`src/rtl/core/ndle_pkg.sv`:
```
// Package for the neighbor discovery / leader election core.
// Shared widths, codes, reset values and controller/datapath interface structs.
// No dependencies.
package ndle_pkg;

  localparam int TableDepthDefault = 32;

  localparam int AddrW     = 64;
  localparam int IntervalW = 16;
  localparam int TimeoutW  = 20;
  localparam int LfsrW     = 10;
  localparam int PingCntW  = 17;
  localparam int CountW    = 6;
  localparam int CfgIdxW   = 2;
  localparam int ProdW     = LfsrW + IntervalW;

  localparam logic [IntervalW-1:0] IntervalReset = 16'd1000;
  localparam logic [TimeoutW-1:0]  TimeoutReset  = 20'd50000;
  localparam logic [LfsrW-1:0]     LfsrReset     = 10'd1;

  localparam logic [1:0] KIND_START = 2'd0;
  localparam logic [1:0] KIND_PING  = 2'd1;
  localparam logic [1:0] KIND_TICK  = 2'd2;

  localparam logic [CfgIdxW-1:0] CFG_OWN_ADDR = 2'd0;
  localparam logic [CfgIdxW-1:0] CFG_INTERVAL = 2'd1;
  localparam logic [CfgIdxW-1:0] CFG_TIMEOUT  = 2'd2;

  localparam logic EV_PING = 1'b0;
  localparam logic EV_END  = 1'b1;

  typedef struct packed {
    logic latch;
    logic mul;
    logic start_set;
    logic ping_set;
    logic tick;
    logic scan;
    logic update;
    logic load;
    logic load_event;
    logic load_last;
  } ndle_cmd_t;

  typedef struct packed {
    logic active;
    logic ping_due;
    logic end_due;
    logic end_hit;
    logic scan_done;
    logic out_free;
  } ndle_status_t;

endpackage

```
`src/rtl/core/neighbor_discovery_leader_election_core.sv`:
```
// Neighbor discovery with max-address leader election, top level.
// One item at a time. Start: multiply, then set. Received ping: serial scan, one stored
// address per cycle through the RAM read port, then update. Tick: ignored while inactive,
// else a countdown step, then a ping (multiply, set, emit) and/or a phase-end emit; emits
// wait on output stall. Unused kind: ignored. Results leave through an output register.
// Synchronous active-high reset; the table is not cleared, only filled entries are read.
module neighbor_discovery_leader_election_core import ndle_pkg::*; #(
  parameter int TABLE_DEPTH = TableDepthDefault
) (
  input  logic               clk,
  input  logic               rst,
  input  logic               cfg_we,
  input  logic [CfgIdxW-1:0] cfg_index,
  input  logic [AddrW-1:0]   cfg_data,
  input  logic               in_valid,
  output logic               in_stall,
  input  logic [1:0]         kind,
  input  logic [AddrW-1:0]   leader_addr,
  input  logic [AddrW-1:0]   sender_addr,
  output logic               out_valid,
  input  logic               out_stall,
  output logic               event_res,
  output logic [AddrW-1:0]   ping_leader,
  output logic [CountW-1:0]  neighbor_count,
  output logic               overflow,
  output logic               last
);

  ndle_cmd_t    cmd;
  ndle_status_t st;

  ndle_ctrl u_ctrl (
    .clk      (clk),
    .rst      (rst),
    .in_valid (in_valid),
    .kind     (kind),
    .st       (st),
    .in_stall (in_stall),
    .cmd      (cmd)
  );

  ndle_dp #(
    .TABLE_DEPTH (TABLE_DEPTH)
  ) u_dp (
    .clk            (clk),
    .rst            (rst),
    .cfg_we         (cfg_we),
    .cfg_index      (cfg_index),
    .cfg_data       (cfg_data),
    .leader_addr    (leader_addr),
    .sender_addr    (sender_addr),
    .out_stall      (out_stall),
    .cmd            (cmd),
    .st             (st),
    .out_valid      (out_valid),
    .event_res      (event_res),
    .ping_leader    (ping_leader),
    .neighbor_count (neighbor_count),
    .overflow       (overflow),
    .last           (last)
  );

endmodule

```
`src/rtl/core/ndle_ram.sv`:
```
// Generic single-write, single-read RAM with registered read data.
// No dependencies.
module ndle_ram #(
  parameter int WIDTH = 64,
  parameter int DEPTH = 32
) (
  input  logic                     clk,
  input  logic                     we,
  input  logic [$clog2(DEPTH)-1:0] waddr,
  input  logic [WIDTH-1:0]         wdata,
  input  logic                     re,
  input  logic [$clog2(DEPTH)-1:0] raddr,
  output logic [WIDTH-1:0]         rdata
);

  logic [WIDTH-1:0] mem [DEPTH];

  always_ff @(posedge clk) begin
    if (we) begin
      mem[waddr] <= wdata;
    end
    if (re) begin
      rdata <= mem[raddr];
    end
  end

endmodule

```
`src/rtl/core/ndle_ctrl.sv`:
```
// Controller state machine: sequences start, receive scan and tick handling.
// Depends on ndle_pkg for command/status structs and input kind codes.
module ndle_ctrl import ndle_pkg::*; (
  input  logic         clk,
  input  logic         rst,
  input  logic         in_valid,
  input  logic [1:0]   kind,
  input  ndle_status_t st,
  output logic         in_stall,
  output ndle_cmd_t    cmd
);

  typedef enum logic [3:0] {
    S_IDLE,
    S_START_MUL,
    S_START_SET,
    S_SCAN,
    S_UPDATE,
    S_TICK,
    S_PING_MUL,
    S_PING_SET,
    S_EMIT_PING,
    S_EMIT_END
  } state_t;

  state_t state;

  assign in_stall = (state != S_IDLE);

  always_ff @(posedge clk) begin
    if (rst) begin
      state <= S_IDLE;
    end else begin
      case (state)
        S_IDLE: begin
          if (in_valid) begin
            if (kind == KIND_START) begin
              state <= S_START_MUL;
            end else if (kind == KIND_PING) begin
              state <= S_SCAN;
            end else if (kind == KIND_TICK && st.active) begin
              state <= S_TICK;
            end
          end
        end
        S_START_MUL: state <= S_START_SET;
        S_START_SET: state <= S_IDLE;
        S_SCAN: begin
          if (st.scan_done) begin
            state <= S_UPDATE;
          end
        end
        S_UPDATE: state <= S_IDLE;
        S_TICK: begin
          if (st.ping_due) begin
            state <= S_PING_MUL;
          end else if (st.end_due) begin
            state <= S_EMIT_END;
          end else begin
            state <= S_IDLE;
          end
        end
        S_PING_MUL: state <= S_PING_SET;
        S_PING_SET: state <= S_EMIT_PING;
        S_EMIT_PING: begin
          if (st.out_free) begin
            state <= st.end_hit ? S_EMIT_END : S_IDLE;
          end
        end
        S_EMIT_END: begin
          if (st.out_free) begin
            state <= S_IDLE;
          end
        end
        default: state <= S_IDLE;
      endcase
    end
  end

  always_comb begin
    cmd = '0;
    case (state)
      S_IDLE:      cmd.latch = in_valid;
      S_START_MUL: cmd.mul = 1'b1;
      S_START_SET: cmd.start_set = 1'b1;
      S_SCAN:      cmd.scan = 1'b1;
      S_UPDATE:    cmd.update = 1'b1;
      S_TICK:      cmd.tick = 1'b1;
      S_PING_MUL:  cmd.mul = 1'b1;
      S_PING_SET:  cmd.ping_set = 1'b1;
      S_EMIT_PING: begin
        cmd.load       = st.out_free;
        cmd.load_event = EV_PING;
        cmd.load_last  = !st.end_hit;
      end
      S_EMIT_END: begin
        cmd.load       = st.out_free;
        cmd.load_event = EV_END;
        cmd.load_last  = 1'b1;
      end
      default: cmd = '0;
    endcase
  end

endmodule

```
`src/rtl/core/ndle_dp.sv`:
```
// Datapath: config registers, neighbor table scan, leader, countdowns,
// jitter LFSR and multiplier, output register. Depends on ndle_pkg, ndle_ram.
module ndle_dp import ndle_pkg::*; #(
  parameter int TABLE_DEPTH = TableDepthDefault
) (
  input  logic               clk,
  input  logic               rst,
  input  logic               cfg_we,
  input  logic [CfgIdxW-1:0] cfg_index,
  input  logic [AddrW-1:0]   cfg_data,
  input  logic [AddrW-1:0]   leader_addr,
  input  logic [AddrW-1:0]   sender_addr,
  input  logic               out_stall,
  input  ndle_cmd_t          cmd,
  output ndle_status_t       st,
  output logic               out_valid,
  output logic               event_res,
  output logic [AddrW-1:0]   ping_leader,
  output logic [CountW-1:0]  neighbor_count,
  output logic               overflow,
  output logic               last
);

  localparam int AW = $clog2(TABLE_DEPTH);
  localparam int FW = $clog2(TABLE_DEPTH + 1);

  logic [AddrW-1:0]     own_address;
  logic [IntervalW-1:0] ping_interval;
  logic [TimeoutW-1:0]  end_timeout;

  logic [AddrW-1:0]     lead_in;
  logic [AddrW-1:0]     snd_in;
  logic [AddrW-1:0]     leader;
  logic [FW-1:0]        fill;
  logic [FW-1:0]        idx;
  logic                 rd_v;
  logic                 found;
  logic                 overflow_flag;
  logic                 phase_active;
  logic [PingCntW-1:0]  ping_countdown;
  logic [TimeoutW-1:0]  end_countdown;
  logic [LfsrW-1:0]     lfsr;
  logic [LfsrW-1:0]     lfsr_next;
  logic [ProdW-1:0]     prod;
  logic [IntervalW-1:0] jitter;
  logic                 end_hit;

  logic                 tbl_we;
  logic                 tbl_re;
  logic [AddrW-1:0]     tbl_rdata;
  logic                 table_full;
  logic                 hit_now;
  logic                 found_all;

  assign lfsr_next  = {lfsr[LfsrW-2:0], lfsr[9] ^ lfsr[6]};
  assign jitter     = prod[ProdW-1:LfsrW];
  assign table_full = (fill == FW'(TABLE_DEPTH));
  assign hit_now    = rd_v && (tbl_rdata == snd_in);
  assign found_all  = found || hit_now;
  assign tbl_re     = cmd.scan && (idx != fill);
  assign tbl_we     = cmd.update && !found_all && !table_full;

  ndle_ram #(
    .WIDTH (AddrW),
    .DEPTH (TABLE_DEPTH)
  ) u_table (
    .clk   (clk),
    .we    (tbl_we),
    .waddr (fill[AW-1:0]),
    .wdata (snd_in),
    .re    (tbl_re),
    .raddr (idx[AW-1:0]),
    .rdata (tbl_rdata)
  );

  assign st.active    = phase_active;
  assign st.ping_due  = (ping_countdown <= PingCntW'(1));
  assign st.end_due   = (end_countdown <= TimeoutW'(1));
  assign st.end_hit   = end_hit;
  assign st.scan_done = (idx == fill) && !rd_v;
  assign st.out_free  = !out_valid || !out_stall;

  always_ff @(posedge clk) begin
    if (rst) begin
      own_address   <= '0;
      ping_interval <= IntervalReset;
      end_timeout   <= TimeoutReset;
    end else if (cfg_we) begin
      if (cfg_index == CFG_OWN_ADDR) begin
        own_address <= cfg_data;
      end else if (cfg_index == CFG_INTERVAL) begin
        ping_interval <= cfg_data[IntervalW-1:0];
      end else if (cfg_index == CFG_TIMEOUT) begin
        end_timeout <= cfg_data[TimeoutW-1:0];
      end
    end
  end

  // item capture, multiplier and scan bookkeeping
  always_ff @(posedge clk) begin
    if (cmd.latch) begin
      lead_in <= leader_addr;
      snd_in  <= sender_addr;
    end
    if (cmd.mul) begin
      prod <= ProdW'(lfsr) * ProdW'(ping_interval);
    end
  end

  always_ff @(posedge clk) begin
    if (rst) begin
      idx   <= '0;
      rd_v  <= 1'b0;
      found <= 1'b0;
    end else if (cmd.latch) begin
      idx   <= '0;
      rd_v  <= 1'b0;
      found <= 1'b0;
    end else if (cmd.scan) begin
      rd_v  <= tbl_re;
      found <= found_all;
      if (tbl_re) begin
        idx <= idx + FW'(1);
      end
    end
  end

  always_ff @(posedge clk) begin
    if (rst) begin
      leader         <= '0;
      fill           <= '0;
      overflow_flag  <= 1'b0;
      phase_active   <= 1'b0;
      ping_countdown <= '0;
      end_countdown  <= '0;
      lfsr           <= LfsrReset;
      end_hit        <= 1'b0;
    end else if (cmd.start_set) begin
      leader         <= own_address;
      ping_countdown <= PingCntW'(jitter);
      end_countdown  <= end_timeout;
      phase_active   <= 1'b1;
      lfsr           <= lfsr_next;
    end else if (cmd.ping_set) begin
      ping_countdown <= PingCntW'(ping_interval) + PingCntW'(jitter);
      lfsr           <= lfsr_next;
    end else if (cmd.update) begin
      if (!found_all) begin
        if (!table_full) begin
          fill <= fill + FW'(1);
        end else begin
          overflow_flag <= 1'b1;
        end
      end
      if (leader < lead_in) begin
        leader <= lead_in;
      end
      if (phase_active && ((!found_all && !table_full) || (leader < lead_in))) begin
        end_countdown <= end_timeout;
      end
    end else if (cmd.tick) begin
      end_hit  <= st.end_due;
      if (!st.ping_due) begin
        ping_countdown <= ping_countdown - PingCntW'(1);
      end
      if (st.end_due) begin
        end_countdown <= '0;
        phase_active  <= 1'b0;
      end else begin
        end_countdown <= end_countdown - TimeoutW'(1);
      end
    end
  end

  // output register
  always_ff @(posedge clk) begin
    if (rst) begin
      out_valid <= 1'b0;
    end else if (cmd.load) begin
      out_valid <= 1'b1;
    end else if (!out_stall) begin
      out_valid <= 1'b0;
    end
  end

  always_ff @(posedge clk) begin
    if (cmd.load) begin
      event_res      <= cmd.load_event;
      ping_leader    <= leader;
      neighbor_count <= CountW'(fill);
      overflow       <= overflow_flag;
      last           <= cmd.load_last;
    end
  end

endmodule

```
`config.mk`:
```
export PLATFORM = sky130hd
export DESIGN_NAME = neighbor_discovery_leader_election_core
export DESIGN_NICKNAME = d
export VERILOG_FILES = /design/src/rtl/core/ndle_pkg.sv /design/src/rtl/core/neighbor_discovery_leader_election_core.sv /design/src/rtl/core/ndle_ram.sv /design/src/rtl/core/ndle_ctrl.sv /design/src/rtl/core/ndle_dp.sv
export SDC_FILE = /design/constraint.sdc
export NUM_CORES = 2
export LEC_CHECK = 0
export ABC_CLOCK_PERIOD_IN_PS = 6440
export BUFFER_PORTS_ARGS = -buffer_cell sky130_fd_sc_hd__buf_2
export CAP_MARGIN = 20
export CORE_MARGIN = 3
export CORE_UTILIZATION = 62
export CTS_CLUSTER_SIZE = 8
export DETAILED_ROUTE_END_ITERATION = 10
export GPL_TIMING_DRIVEN = 0
export PLACE_DENSITY_LB_ADDON = 0.12
export SETUP_SLACK_MARGIN = 0.2
export SLEW_MARGIN = 20
export SYNTH_ARGS = -nofsm -noshare
export SYNTH_HDL_FRONTEND = slang
export SYNTH_SLANG_ARGS = --single-unit
```
`constraint.sdc`:
```
create_clock -name clk -period 6.44 [get_ports clk]
set_input_delay 0.322 -clock clk [delete_from_list [all_inputs] [get_ports clk]]
set_output_delay 0.322 -clock clk [all_outputs]
set_load 0.03 [all_outputs]
```
==> impl_metrics.yaml <==
worst_setup_path:
  cpPeakStageDelay_ps: 570
  start_kind: "register"
  worstPathArrival_ps: 6600
  end_kind: "register"
  path_max_fanout: 10
  cpMostUsedCell: "fa_1"
  critPathKind: "register to register"
  cp.required_ps: 7070
  reg2reg_depth: 19
  critPathSlowestCell: "dfxtp_1"
  critPathTopFamily: "adder cells"
  cp_cell_sequence: "clkbuf_4 > nand2_1 > fa_1 > inv_1 > fa_1 > fa_1 > fa_1 > inv_1 > fa_1 > inv_1 > ha_1 > nand4_1 > a21oi_1 > a221oi_4 > o21ai_2 > o221a_2 > a211o_1 > a21oi_1 > xnor2_1"
  cp.depth: 19
  cp.buffers_inverters: 4
routing:
  routed_wirelength_mm: 294.6
  vias: 58950
  dr.first_iter.drc_count: 8296
  drc: 0
  antenna_left: 0
  wl_per_cell_um: 33.69
  vias_per_cell: 6.743
  firstDrtPassIters: 6
sta:
  hold_violations: 0
  maxSlewHeadroom_pct: 18.98
  fin_crit_sh_pct: 92.65
  worst_pin_slew_ps: 1215
  fmax_mhz: 167.6
  slew_viol_final: 0
  rsz0062_at_grt: "no"
  setup_violations: 0
  fin_crit_ps: 5967
  holdWs_ps: 97.32
  finalClockSkew_ps: 63.49
floorplanning:
  core_um2: 165700
  start_util_pct: 62.68
  dieArea_um2: 172500
  fp-row-count: 149
  die_width_um: 415.3
  pin_count: 276
  die_h_um: 415.3
run:
  maxCapViolations: 0
global_routing:
  grt_pass1_vias: 60328
  grt_start_max_net_pins: 50
  grt_use_total_pct: 34.48
  antenna_found_initial: 8
  overflow: 0
  grt_pass1_wl_mm: 423.8
logic_synthesis:
  synth_top_area_share_pct: 67.33
  synth_area_um2: 103900
  ys_ff_latch: 2562
  synthesis.nets: 5900
  synth_async_sr_flop_share_pct: 0
  synth.area.top_cells: "edfxtp_1, mux4_2, dfxtp_1"
  netlist-cell-type-count: 90
  yosysSeqAreaShare_pct: 71.82
  synth_ff_type: "edfxtp_1"
  synth-edff-count: 2329
  syn_inst: 5442
  synth.avg_cell_area_um2: 19.09
  yosysWarnings: 0
  synth_top_area_cell: "edfxtp_1"
placement:
  gp_congestion: 0.9095
  dp_hpwl_mm: 185.2
  dpl-instance-area_um2: 111600
  port_buffers: 275
min_path:
  hold_path.class: "primary input to register"
  hold_depth: 2
clock_network:
  clkTransAtPathRegs_ps: 50
  cts-root-buf: "clkbuf_16"
  cts_setup_buffers: 0
  cts_inserted_buffers: 370
  htreeDepth: 5
  tritoncts: "built"
  clk_latency_ps: 950
  cts_num_sinks: 2562
  clock_path_buffers: 4
pwr:
  power_density_nw_per_um2: 346.2
  max-vdd-ir-drop_uv: 366.5
  power_leakage_nw: 41.18
finish:
  num-fill-cells: 9135
  drive_above_1_share_pct: 26.55
  nNetsFinal: 6908
  final_area_um2: 123800
  areaGrowthSynthToFinish_pct: 19.20
outcome:
  outcome: "complete, no violations"
==> power by group <==
group / internal (W) / switching, W / total [W] / leakage, nW
combinational: 0.00192 / 0.00301 / 0.00493 / 13.5
sequential: 0.0198 / 0.00112 / 0.0209 / 22.9
clock: 0.0104 / 0.00662 / 0.0170 / 4.80
total: 0.0321 / 0.0107 / 0.0429 / 41.2
==> per-layer routing <==
layer	vias up	wire length, µm	GRT usage, %
li1	23576	-	-
met4	8	14960	15.85
met2	4088	142600	54.98
met3	788	31240	8.260
met5	-	56	0
met1	30490	105700	45.77
==> cell usage in the layout, fill, tap and decap left out, types with 110 or more instances in the layout <==
cell type | synthesis | routed
fa_1 | 110 | 110
clkbuf_1 | 189 | 219
inv_1 | 195 | 194
nand2_1 | 392 | 392
dfxtp_1 | 233 | 233
a21oi_1 | 158 | 156
nor2_1 | 235 | 203
ha_1 | 147 | 147
clkbuf_16 | 0 | 377
dlygate4sd3_1 | 0 | 198
edfxtp_1 | 2329 | 2329
buf_2 | 53 | 335
mux4_2 | 640 | 640
==> Yosys cell counts (36+ instances only) <==
master	number
fa_1	110
nor2_1	235
nand2_1	392
edfxtp_1	2329
mux4_2	640
buf_2	53
o21ai_0	36
ha_1	147
a21oi_1	158
xor2_1	62
inv_1	195
nor3_1	51
clkbuf_1	189
o221a_1	62
xnor2_1	47
and2_1	73
dfxtp_1	233
nand3_1	41
mux2_2	64
==> path summary, 6_finish.rpt <==
path | startpoint | end | slack (ps)
max | u_dp.lfsr[5] | u_dp.prod[25] | 470
min | sender_addr[21] | u_dp.snd_in[21] | 100
max reg2reg | u_dp.lfsr[5] | u_dp.prod[25] | 470
min reg2reg | u_dp.fill[4] | u_dp.neighbor_count[4] | 450
==> per-stage QoR <==
step,std cells,TNS (ps),setup WS [ps],util [%],total power (W)
2_1_floorplan,5442,0,926.6,-,0.02399
3_5_place_dp,8049,0,86.29,67.33,0.02580
6_report,8743,0,473.1,74.71,0.04287
5_1_grt,8738,0,204.5,74.71,0.04420
4_1_cts,8718,0,205.5,74.48,0.04279
3_3_place_gp,7906,-8209520,-4311,65.16,0.02560
==> layout make-up <==
type	count	area (µm²)	area share, %
flip-flops and latches	2562	74600	60.25
multi-input cells	2409	27670	22.35
clock buffers	462	9763	7.885
repair buffers	636	6973	5.631
well taps	2189	2739	2.212
plain buffers	276	1220	0.9852
inverters	195	737.0	0.5952
clock inverters	9	107.6	0.08690
diodes	5	12.51	0.01010
==> repair_timing <==
| item | 4_1_cts | 5_1_grt |
|---|---|---|
| hold endpoints to repair | 239 | 0 |
| pin swaps | 0 | 0 |
| hold buffers | 198 | 0 |
| gates resized for setup | 7 | 42 |
| setup endpoints to repair | 2 | 5 |
==> worst reg2reg max path, cell delays in order, from the launching register on <==
cell and delay, ps:
dfxtp_1 570, clkbuf_4 360, nand2_1 110, fa_1 520, inv_1 70, fa_1 550
fa_1 420, fa_1 500, inv_1 50, fa_1 470, inv_1 50, ha_1 340
nand4_1 120, a21oi_1 70, a221oi_4 400, o21ai_2 180, o221a_2 310, a211o_1 300
a21oi_1 190, xnor2_1 110
==> sequential cells by signal, indices dropped and copies added (netlist names), 10 cells and up <==
| register | cells |
|---|---|
| u_dp.ping_countdown | 17 |
| u_dp.end_timeout | 20 |
| u_dp.own_address | 64 |
| u_dp.leader | 64 |
| u_dp.u_table.rdata | 64 |
| u_dp.ping_interval | 16 |
| u_dp.lead_in | 64 |
| u_dp.ping_leader | 64 |
| u_dp.end_countdown | 20 |
| u_dp.u_table.mem | 2048 |
| u_dp.prod | 16 |
| u_dp.snd_in | 64 |
| u_dp.lfsr | 10 |
==> cells by family (layout without fill, tap and decap cells) <==
logic type / Yosys count / count (layout) / share of synthesized area, %
AO/OA/AOI/OAI: 409 / 409 / 2.900
XOR/XNOR: 109 / 109 / 0.9190
adder cells (fa/ha/maj): 257 / 257 / 3.891
buffers and inverters: 471 / 1578 / 1.791
flip-flops: 2562 / 2562 / 71.82
multiplexers: 708 / 708 / 14.61
other: 0 / 5 / 0
AND/OR/NAND/NOR: 926 / 926 / 4.072
Note: power is estimated with default switching activity, not from simulation.
